## src/hw/rtl/crbd_pkg.sv

```systemverilog
package crbd_pkg;

	// image limits
	parameter int MAX_WIDTH  = 2048;
	parameter int MAX_HEIGHT = 256;

	// port widths
	parameter int COL_W   = 11;
	parameter int ROW_W   = 8;
	parameter int WREG_W  = 12;
	parameter int HREG_W  = 9;
	parameter int CFG_W   = 12;
	parameter int GRP_W   = 16;
	parameter int CNT_W   = 3;
	parameter int PIX_W   = 4;
	parameter int LEN_W   = 8;
	parameter int GRP_PIX = 4;

	// configuration register indexes
	typedef enum logic [0:0] {
		REG_IMAGE_WIDTH  = 1'b0,
		REG_IMAGE_HEIGHT = 1'b1
	} cfg_reg_t;

	parameter logic [LEN_W-1:0] CODE_INVERT = 8'hFF;
	parameter logic [LEN_W-1:0] COPY_FLAG   = 8'h80;
	parameter logic [LEN_W-1:0] COPY_LEN    = 8'h7F;
	parameter logic [PIX_W-1:0] NIBBLE_MASK = 4'hF;

	parameter logic [WREG_W-1:0] WIDTH_RESET  = 12'd320;
	parameter logic [HREG_W-1:0] HEIGHT_RESET = 9'd128;

endpackage

```

## src/hw/rtl/column_rle_backdrop_decoder_top.sv

```systemverilog
// column-major run-length decoder for 4-bit images
// input channel (in_valid/in_stall): one coded byte per transaction, with
// image_start set on the first byte of an image to clear position and parse state.
// output channel (out_valid/out_stall): groups of up to four decoded pixels,
// with the column and row of the first pixel, a last_of_run mark on the
// final group of a byte and image_done on the group that closes the image.
// configuration (cfg_we/cfg_index/cfg_wdata): image width and height, written
// while no byte is in flight; out-of-range values are clamped on write.
// sequence: a byte is taken in ST_IDLE; each colour pixel then passes through
// ST_PIXEL and each copied pixel through ST_READ and ST_PIXEL (read of the
// left-column store, then the write), and each emitted group through ST_EMIT.
// a prefix byte, an empty run or a byte after the image end stays in ST_IDLE. the
// single pixel sequencer and the one-port left-column store set this order. in_stall is high while a byte is decoded.
// a finished group waits in the output register; while the receiver stalls the
// sequencer holds at the next group and the payload stays put.
// reset (arst_n low) clears the position, parse state, store valid bits and the
// output register, and loads width 320 and height 128.
module column_rle_backdrop_decoder_top (
	input  logic                        clk,
	input  logic                        arst_n,
	input  logic                        cfg_we,
	input  logic                        cfg_index,
	input  logic [crbd_pkg::CFG_W-1:0]  cfg_wdata,
	input  logic                        in_valid,
	output logic                        in_stall,
	input  logic [7:0]                  code_byte,
	input  logic                        image_start,
	output logic                        out_valid,
	input  logic                        out_stall,
	output logic [crbd_pkg::GRP_W-1:0]  pixel_group,
	output logic [crbd_pkg::CNT_W-1:0]  pixel_count,
	output logic [crbd_pkg::COL_W-1:0]  start_column,
	output logic [crbd_pkg::ROW_W-1:0]  start_row,
	output logic                        last_of_run,
	output logic                        image_done
);
	import crbd_pkg::*;

	typedef enum logic [1:0] {
		ST_IDLE,
		ST_READ,
		ST_PIXEL,
		ST_EMIT
	} state_t;

	localparam logic [WREG_W-1:0] MAX_W_V = WREG_W'(MAX_WIDTH);
	localparam logic [HREG_W-1:0] MAX_H_V = HREG_W'(MAX_HEIGHT);

	state_t               state_q;
	logic [WREG_W-1:0]    width_q;
	logic [HREG_W-1:0]    height_q;
	logic                 await_q;
	logic                 pend_copy_q;
	logic [PIX_W-1:0]     pend_colour_q;
	logic [COL_W-1:0]     col_q;
	logic [ROW_W-1:0]     row_q;
	logic                 fin_q;
	logic [LEN_W-1:0]     len_q;
	logic                 copy_q;
	logic [PIX_W-1:0]     colour_q;
	logic [GRP_W-1:0]     grp_q;
	logic [CNT_W-1:0]     cnt_q;
	logic [COL_W-1:0]     gcol_q;
	logic [ROW_W-1:0]     grow_q;
	logic                 emit_last_q;
	logic                 emit_done_q;
	logic [PIX_W-1:0]     rd_data_q;
	logic [MAX_HEIGHT-1:0] store_vld_q;
	logic [PIX_W-1:0]     store_mem [MAX_HEIGHT];

	logic                 out_valid_q;
	logic [GRP_W-1:0]     out_grp_q;
	logic [CNT_W-1:0]     out_cnt_q;
	logic [COL_W-1:0]     out_col_q;
	logic [ROW_W-1:0]     out_row_q;
	logic                 out_last_q;
	logic                 out_done_q;

	// byte decode
	logic                 in_acc;
	logic [LEN_W-1:0]     b;
	logic                 fin_e;
	logic                 await_e;
	logic [COL_W-1:0]     col_e;
	logic                 past_end;
	logic [LEN_W-1:0]     dec_len;
	logic                 dec_copy;
	logic [PIX_W-1:0]     dec_colour;
	logic                 dec_prefix;
	logic                 out_free;
	logic                 out_load;

	// pixel step
	logic [PIX_W-1:0]     pix;
	logic [GRP_W-1:0]     grp_base;
	logic [GRP_W-1:0]     grp_nx;
	logic [CNT_W-1:0]     cnt_nx;
	logic [ROW_W:0]       row_inc;
	logic [COL_W:0]       col_inc;
	logic                 wrap;
	logic                 col_end;
	logic [ROW_W-1:0]     row_nx;
	logic [COL_W-1:0]     col_nx;
	logic [LEN_W-1:0]     len_nx;
	logic                 run_end;
	logic                 emit;

	assign in_stall = (state_q != ST_IDLE);
	assign in_acc   = in_valid && !in_stall;
	assign out_free = !out_valid_q || !out_stall;
	assign out_load = (state_q == ST_EMIT) && out_free;

	always_comb begin
		b        = code_byte ^ CODE_INVERT;
		fin_e    = image_start ? 1'b0 : fin_q;
		await_e  = image_start ? 1'b0 : await_q;
		col_e    = image_start ? '0 : col_q;
		past_end = ({1'b0, col_e} >= width_q);
		dec_prefix = 1'b0;
		if (await_e) begin
			dec_len    = b;
			dec_copy   = pend_copy_q;
			dec_colour = pend_colour_q;
		end else if (b < COPY_FLAG) begin
			dec_len    = {5'd0, b[6:4]};
			dec_copy   = 1'b0;
			dec_colour = b[3:0] & NIBBLE_MASK;
			dec_prefix = (b[6:4] == 3'd0);
		end else begin
			dec_len    = b & COPY_LEN;
			dec_copy   = 1'b1;
			dec_colour = '0;
			dec_prefix = ((b & COPY_LEN) == '0);
		end
	end

	always_comb begin
		if (copy_q) begin
			pix = (col_q == '0 || !store_vld_q[row_q]) ? '0 : rd_data_q;
		end else begin
			pix = colour_q;
		end
		grp_base = (cnt_q == '0) ? '0 : grp_q;
		grp_nx   = grp_base | (GRP_W'(pix) << {cnt_q[1:0], 2'b00});
		cnt_nx   = cnt_q + 1'b1;
		row_inc  = {1'b0, row_q} + 1'b1;
		col_inc  = {1'b0, col_q} + 1'b1;
		wrap     = (row_inc >= height_q);
		col_end  = wrap && (col_inc >= width_q);
		row_nx   = wrap ? '0 : row_inc[ROW_W-1:0];
		col_nx   = col_end ? '0 : (wrap ? col_inc[COL_W-1:0] : col_q);
		len_nx   = len_q - 1'b1;
		run_end  = (len_nx == '0) || col_end;
		emit     = (cnt_nx == CNT_W'(GRP_PIX)) || run_end;
	end

	// left-column store: read in ST_READ, written in ST_PIXEL
	always_ff @(posedge clk) begin
		if (state_q == ST_READ) begin
			rd_data_q <= store_mem[row_q];
		end
		if (state_q == ST_PIXEL) begin
			store_mem[row_q] <= pix;
		end
	end

	always_ff @(posedge clk or negedge arst_n) begin
		if (!arst_n) begin
			state_q       <= ST_IDLE;
			width_q       <= WIDTH_RESET;
			height_q      <= HEIGHT_RESET;
			await_q       <= 1'b0;
			pend_copy_q   <= 1'b0;
			pend_colour_q <= '0;
			col_q         <= '0;
			row_q         <= '0;
			fin_q         <= 1'b0;
			len_q         <= '0;
			copy_q        <= 1'b0;
			colour_q      <= '0;
			grp_q         <= '0;
			cnt_q         <= '0;
			gcol_q        <= '0;
			grow_q        <= '0;
			emit_last_q   <= 1'b0;
			emit_done_q   <= 1'b0;
			store_vld_q   <= '0;
			out_valid_q   <= 1'b0;
			out_grp_q     <= '0;
			out_cnt_q     <= '0;
			out_col_q     <= '0;
			out_row_q     <= '0;
			out_last_q    <= 1'b0;
			out_done_q    <= 1'b0;
		end else begin
			if (cfg_we) begin
				unique case (cfg_index)
					REG_IMAGE_WIDTH: begin
						if (cfg_wdata[WREG_W-1:0] == '0) begin
							width_q <= WREG_W'(1);
						end else if (cfg_wdata[WREG_W-1:0] > MAX_W_V) begin
							width_q <= MAX_W_V;
						end else begin
							width_q <= cfg_wdata[WREG_W-1:0];
						end
					end
					REG_IMAGE_HEIGHT: begin
						if (cfg_wdata[HREG_W-1:0] == '0) begin
							height_q <= HREG_W'(1);
						end else if (cfg_wdata[HREG_W-1:0] > MAX_H_V) begin
							height_q <= MAX_H_V;
						end else begin
							height_q <= cfg_wdata[HREG_W-1:0];
						end
					end
					default: begin
					end
				endcase
			end

			if (out_load) begin
				out_valid_q <= 1'b1;
			end else if (!out_stall) begin
				out_valid_q <= 1'b0;
			end

			unique case (state_q)
				ST_IDLE: begin
					if (in_acc) begin
						if (image_start) begin
							col_q <= '0;
							row_q <= '0;
						end
						fin_q <= fin_e || past_end;
						if (!fin_e && !past_end) begin
							if (dec_prefix) begin
								await_q       <= 1'b1;
								pend_copy_q   <= dec_copy;
								pend_colour_q <= dec_colour;
							end else begin
								await_q <= 1'b0;
								if (image_start) begin
									pend_copy_q   <= 1'b0;
									pend_colour_q <= '0;
								end
								if (dec_len != '0) begin
									len_q    <= dec_len;
									copy_q   <= dec_copy;
									colour_q <= dec_colour;
									cnt_q    <= '0;
									state_q  <= dec_copy ? ST_READ : ST_PIXEL;
								end
							end
						end
					end
				end
				ST_READ: begin
					state_q <= ST_PIXEL;
				end
				ST_PIXEL: begin
					store_vld_q[row_q] <= 1'b1;
					grp_q <= grp_nx;
					cnt_q <= cnt_nx;
					if (cnt_q == '0) begin
						gcol_q <= col_q;
						grow_q <= row_q;
					end
					row_q <= row_nx;
					col_q <= col_nx;
					if (col_end) begin
						fin_q <= 1'b1;
					end
					len_q       <= len_nx;
					emit_last_q <= run_end;
					emit_done_q <= col_end;
					if (emit) begin
						state_q <= ST_EMIT;
					end else begin
						state_q <= copy_q ? ST_READ : ST_PIXEL;
					end
				end
				ST_EMIT: begin
					if (out_free) begin
						out_grp_q   <= grp_q;
						out_cnt_q   <= cnt_q;
						out_col_q   <= gcol_q;
						out_row_q   <= grow_q;
						out_last_q  <= emit_last_q;
						out_done_q  <= emit_done_q;
						cnt_q       <= '0;
						if (emit_last_q) begin
							state_q <= ST_IDLE;
						end else begin
							state_q <= copy_q ? ST_READ : ST_PIXEL;
						end
					end
				end
				default: begin
					state_q <= ST_IDLE;
				end
			endcase
		end
	end

	assign out_valid    = out_valid_q;
	assign pixel_group  = out_grp_q;
	assign pixel_count  = out_cnt_q;
	assign start_column = out_col_q;
	assign start_row    = out_row_q;
	assign last_of_run  = out_last_q;
	assign image_done   = out_done_q;

	// a group that does not end its byte is always full
	a_full_unless_last: assert property (@(posedge clk) disable iff (!arst_n)
		out_valid && !last_of_run |-> pixel_count == CNT_W'(GRP_PIX))
		else $error("partial group without last_of_run");

	a_count_range: assert property (@(posedge clk) disable iff (!arst_n)
		out_valid |-> pixel_count != '0 && pixel_count <= CNT_W'(GRP_PIX))
		else $error("pixel_count out of range");

	a_done_is_last: assert property (@(posedge clk) disable iff (!arst_n)
		out_valid && image_done |-> last_of_run)
		else $error("image_done without last_of_run");

	// after the closing group the sequencer is back to taking bytes
	a_done_idle: assert property (@(posedge clk) disable iff (!arst_n)
		state_q == ST_EMIT && out_free && emit_done_q |=> !in_stall && fin_q)
		else $error("sequencer busy after image end");

endmodule

```

## config.mk

```make
export PLATFORM = sky130hd
export DESIGN_NAME = column_rle_backdrop_decoder_top
export DESIGN_NICKNAME = d
export VERILOG_FILES = /design/src/hw/rtl/crbd_pkg.sv /design/src/hw/rtl/column_rle_backdrop_decoder_top.sv
export SDC_FILE = /design/constraint.sdc
export NUM_CORES = 2
export LEC_CHECK = 0
export ABC_AREA = 0
export BUFFER_PORTS_ARGS = -buffer_cell sky130_fd_sc_hd__clkbuf_2
export CAP_MARGIN = 0
export CORE_ASPECT_RATIO = 0.8
export CORE_MARGIN = 3
export CORE_UTILIZATION = 57
export CTS_CLUSTER_SIZE = 12
export DETAILED_ROUTE_END_ITERATION = 7
export GPL_TIMING_DRIVEN = 1
export PLACE_DENSITY = 0.79
export SLEW_MARGIN = 40
export SYNTH_ARGS = -nofsm -noshare
export SYNTH_HDL_FRONTEND = slang
export SYNTH_SLANG_ARGS = --single-unit
```

## constraint.sdc

```tcl
create_clock -name clk -period 10.69 [get_ports clk]
set_input_delay 0.5345 -clock clk [delete_from_list [all_inputs] [get_ports clk]]
set_output_delay 0.5345 -clock clk [all_outputs]
set_load 0.03 [all_outputs]
```

# ---- Word-level counts from Yosys, hierarchy flattened
# Memory sizes are Yosys's and may differ from the RTL's. A register that Yosys moved wholly into a read port is not among the register bits.
# Cells that the tools add are included.
dict set report totals {
  mem_bits_rw 1024
  mem_count 1
  out_inout_bits 42
  inputBits 27
  ff_bits 399
  word_cells 163
}
dict set report classes {
  n_mux 63
  add_sub_neg 4
  n_bitwise 5
  order_cmp 8
  shift 1
  n_reduce_logical 42
  n_eq_ne 13
}
# memory depth width read_ports rd_ports_with_merged_regs wr line
set memory_table {}
lappend memory_table {store_mem 256 4 1 1 1 column_rle_backdrop_decoder_top.sv:69} ;# logic [PIX_W-1:0] store_mem [MAX_HEIGHT];
# cell count
set ops {}
lappend ops {{OR 256 bit} 1}
lappend ops {{2-to-1 mux 8 bit} 8}
lappend ops {{2-to-1 mux 11 bit} 4}
lappend ops {{one-hot mux 8 bit (2 select lines)} 2}
lappend ops {{2-to-1 mux 12 bit} 2}
lappend ops {{2-to-1 mux 4 bit} 6}
lappend ops {{one-hot mux 11 bit (2 select lines)} 1}
lappend ops {{2-to-1 mux 2 bit} 9}
lappend ops {{2-to-1 mux 9 bit} 2}
lappend ops {{2-to-1 mux 1 bit} 17}
lappend ops {{zero test 8 bit} 2}
lappend ops {{2-to-1 mux 16 bit} 1}
lappend ops {{OR 16 bit} 1}
lappend ops {{left shift 4 x 4 -> 16 bit} 1}
lappend ops {{2-to-1 mux 3 bit} 5}
lappend ops {{AND reduction 5 bit} 3}
lappend ops {{inequality test 2 bit (second input constant)} 7}
lappend ops {{adder 11 x 1 -> 12 bit (second input constant)} 1}
lappend ops {{greater-or-equal comparator 11 x 12 -> 1 bit} 1}
lappend ops {{greater-or-equal comparator 12 bit} 1}
lappend ops {{greater-than comparator 12 bit (second input constant)} 1}
lappend ops {{zero test 12 bit} 1}
lappend ops {{AND reduction 3 bit} 4}
lappend ops {{zero test 11 bit} 1}
lappend ops {{33 further kinds} 54}

# ---- Logic depth before layout (Yosys ltp)
dict set report logic_depth {
  word_depth 10
  ltp_mapped 16
  ltp_nobuf 13
}

# ---- Least setup slack after synthesis
# No wires, ideal clock.
dict set report synth_path {
  path_kind {reg2reg}
  from {register row_q[0]}
  to {memory store_mem[0][0] (data pin)}
  stages_incl_launch_ff 10
  setup_time_ns 1.569
  t_arrival_ns 8.605
  synth_period_minus_slack_ns 10.174
  path_slack_ns 0.516
  n_path_buf 2
  required_time_ns 9.121
  path_cell_list {dfrtp_1 > buf_6 > buf_2 > mux4_2 > a22oi_1 > a21boi_0 > nor4_1 > o21ai_0 > o21ai_2 > o2bb2ai_1}
}
dict set report synth_between {
  elab_chain_len 6
}
# element line
set synth_rtl {}
lappend synth_rtl {{start, declared} column_rle_backdrop_decoder_top.sv:56} ;# logic [ROW_W-1:0] row_q;
lappend synth_rtl {{start signal, assigned} column_rle_backdrop_decoder_top.sv:268} ;# row_q <= row_nx;
lappend synth_rtl {{binary-select mux 1 bit (select 8 bit)} column_rle_backdrop_decoder_top.sv:139} ;# pix = (col_q == '0 || !store_vld_q[row_q]) ? '0 : rd_data_q;
lappend synth_rtl {{2-to-1 mux 1 bit (not written as such)} column_rle_backdrop_decoder_top.sv:139}
lappend synth_rtl {{zero test 1 bit} column_rle_backdrop_decoder_top.sv:139}
lappend synth_rtl {{logical OR 1 bit} column_rle_backdrop_decoder_top.sv:139}
lappend synth_rtl {{2-to-1 mux 4 bit} column_rle_backdrop_decoder_top.sv:139}
lappend synth_rtl {{2-to-1 mux 4 bit} column_rle_backdrop_decoder_top.sv:138} ;# if (copy_q) begin
lappend synth_rtl {{via pix[0]} column_rle_backdrop_decoder_top.sv:94} ;# logic [PIX_W-1:0] pix;
lappend synth_rtl {{end, declared} column_rle_backdrop_decoder_top.sv:69}
# The timed path passes the listed nets, and every way through them passes these cells. The select of a mux whose other input is x is not followed.

# ---- Worst setup path after layout
dict set report layout_path {
  from {register row_q[1]}
  to {memory store_mem[242][0] (data pin)}
}
# Same word-level chain as after synthesis.

==> run summary <==
CP cell instances: buf_4 > buf_12 > buf_16 > mux4_2 > a22oi_1 > a21oi_1 > o41ai_1 > o21ai_0 > o21ai_2 > o2bb2ai_4 > buf_12 > buf_16
cell family with most CP delay: compound AO/OA/AOI/OAI gates
core area: 99360 um^2
vias per std cell: 6.675
maximum vdd drop: 248.3 uV
status: finished clean
sequential share of the synthesized area: 0.7104
syn nets: 3253
antenna-violating nets left: 0
CP Depth: 12
Period minus WS final: 5.848 ns
Worst R2R Start: row_q[1]$_DFFE_PN0P_
GRT Overall Usage: 0.2744
endpoints failing setup: 0
R2R depth: 12
yosys warns: 0
Post-Syn Instances: 3183
Die Area: 104800 um^2
Buf+Inv Stages, Crit Path: 5
DRC viols: 0
setup TNS: 0 ns
crit path DAT: 6.25 ns
routed wire length: 141.0 mm
TritonCTS clock tree: built
root buffer cell: clkbuf_16
synthesis-stage register bit count: 1427
average wire per standard cell: 29.96 um
switching share of power: 0.3081
Nets: 3347
max_cap viols: 0
htree depth: 4
power density cells: 255.6 nW/um^2
DR vias: 31412
Worst path slowest cell: buf_4
Hold Violations, Final: 0
Top Ports: 69
clk sinks: 1427
post-synth cell types: 61
Worst Setup End Kind: flop
Switch Pwr: 5.035 mW
Post-synth EDFFs: 1028
initial antenna violation count: 1
ys flop type: edfxtp_1
Clock Path Buffers: 3
worst slew pin tran: 0.9700 ns
starting DRC count in detailed routing: 4128
# rows: 103
fin. max-slew vios: 0
WP data required: 11.09 ns
FF-to-FF setup slack: 4.84 ns
worst setup path end: store_mem[242][0]$_DFFE_PP_
commonest non-fill, non-tap cells in the layout: edfxtp_1 (1028), dfrtp_1 (392), mux4_2 (386)
commonest non-fill, non-tap cell in the layout: edfxtp_1
first-pass GRT wire length: 212.1 mm
hpwl dp: 85.22 mm
RD Place Congestion: 0.9017
post-cts gate resize count: 0
gr ovfl total: 0
Die Width: 361.1 um
Slew HR: 0.3526
Netlist Area Pre-Place: 57510 um^2
Reg power frac: 0.440
DR pass1 iterations: 6
Setup CP Type: reg2reg
Final WS setup: 4.842 ns
CTS clk-pin slew, worst paths: 0.06 ns
P_leak: 23.32 nW
Comb pwr share: 0.277
synth-to-layout area growth: 11.21%
Clock power frac: 0.283
Synth Area per Inst: 18.07 um^2
port buffer count: 68
filler cell count: 6349
layout cells sized above 1: 0.3001
CP startpoint kind: flop
initial core utilization: 0.5788
CP max stage delay: 0.68 ns
crit path max fanout: 124
clock buffer count from CTS: 140
Die Ht: 290.1 um
Final Skew: 0.03495 ns
fmax: 0.1710 GHz
Int Pwr: 11.31 mW
worst reg2reg path endpoint: store_mem[242][0]$_DFFE_PP_
worst hold path type: in2reg
Post-synth ARST share: 0.2796
Setup crit start: row_q[1]$_DFFE_PN0P_
Worst-Skew Late Latency: 0.78 ns
number of global-route vias before repair: 32326
Final Cycle Share: 0.5471
pre-CTS setup slack: 4.576 ns
largest net degree at the start of global routing: 205
unrepaired setup endpoints after global routing: false
Util after Layout: 0.6437
area by class of cell:
type / instances / area (um^2) / area share
flip-flops and latches: 1427 / 40870 / 0.6391
clock inverters: 9 / 96.34 / 0.001506
clock buffers: 248 / 4109 / 0.06425
multi-input cells: 1534 / 15980 / 0.2499
diodes: 2 / 5.005 / 0.00007825
repair buffers: 125 / 1066 / 0.01667
well taps: 1312 / 1642 / 0.02567
inverters: 49 / 183.9 / 0.002876
cell families after synthesis:
| family | count (synthesis) | share of synthesized area |
|---|---|---|
| multiplexers | 448 | 0.1631 |
| flip-flops | 1427 | 0.7104 |
| AND/OR/NAND/NOR | 795 | 0.06888 |
| XOR/XNOR | 16 | 0.002437 |
| AO/OA/AOI/OAI | 232 | 0.02865 |
| adder cells (fa/ha/maj) | 43 | 0.009355 |
| buffers and inverters | 222 | 0.01708 |
metal layers:
metal | up-vias | wire length (um) | GRT usage
met2 | 2001 | 65580 | 0.4113
met5 | - | 0 | 0
met4 | 0 | 4924 | 0.1045
li1 | 12593 | - | -
met1 | 16497 | 54320 | 0.3909
met3 | 321 | 16170 | 0.07546
cell usage after synthesis (6+ instances only):
master,instances,area [um^2]
edfxtp_1,1028,30870
dfrtp_1,396,9910
mux4_2,386,8693
nor2_1,292,1096
or2_2,259,1620
clkbuf_1,98,367.9
nand2_1,84,315.3
mux2_2,55,619.3
nand3_1,52,260.3
inv_1,48,180.2
o21ai_0,44,220.2
ha_1,43,538.0
buf_2,35,175.2
a22oi_1,34,255.2
a22o_1,32,280.3
nand2b_1,27,168.9
nor2b_1,27,168.9
a21oi_1,22,110.1
buf_1,22,82.58
nand4_1,15,93.84
a21o_1,14,105.1
nor3_1,14,70.07
xnor2_1,13,113.9
a31oi_1,12,75.07
buf_6,10,112.6
o22ai_1,10,62.56
a21boi_0,9,67.56
buf_4,8,60.06
mux2i_1,7,70.07
o211ai_1,7,52.55
and2_1,6,37.54
nor4_1,6,37.54
o221ai_1,6,52.55
worst min-delay path by stage:
stage	depth (start not counted)	startpoint	endpoint	slack, ns
global route	2	code_byte[0]	pend_colour_q[0]$_DFFE_PN0P_	0.05
CTS	2	code_byte[0]	pend_colour_q[0]$_DFFE_PN0P_	0.005
detailed placement	1	store_vld_q[40]$_DFFE_PN0P_	store_vld_q[40]$_DFFE_PN0P_	0.45
finish	2	code_byte[0]	pend_colour_q[0]$_DFFE_PN0P_	0.05
global placement	1	store_vld_q[15]$_DFFE_PN0P_	store_vld_q[15]$_DFFE_PN0P_	0.44
floorplan	0	arst_n	await_q$_DFFE_PN0P_	0.24
per-stage QoR:
stage                     hold WS (ns)  power [mW]  cells  area (um^2)
final                          0.05139       16.34   4706        63960
after detailed placement        0.4489       11.67   4434        59470
after global routing           0.05383       16.91   4704        63950
after CTS                     0.004561       16.28   4698        63740
after global placement          0.4442       11.41   4430        59260
after floorplan                 0.2389       10.66   3183        57510
what timing repair did:
action                    4_1_cts  5_1_grt
hold buffers                    7        0
hold endpoints to repair       97        0
buffers inserted                0        0
power groups by stage:
stage	clock, mW	sequential [mW]	combinational [mW]
5_1_grt	4.89	7.22	4.81
2_1_floorplan	0	7.73	2.93
3_5_place_dp	0	7.32	4.35
3_3_place_gp	0	7.32	4.09
4_1_cts	4.67	7.21	4.40
6_report	4.63	7.19	4.52
sequential cells by signal, indices dropped and copies added (netlist names), 9 cells and up:
name	flops
gcol_q	11
grp_q	16
start_column	11
pixel_group	16
width_q	12
store_mem	1024
col_q	11
height_q	9
store_vld_q	256
No activity file was read; power rests on OpenSTA's default activity.
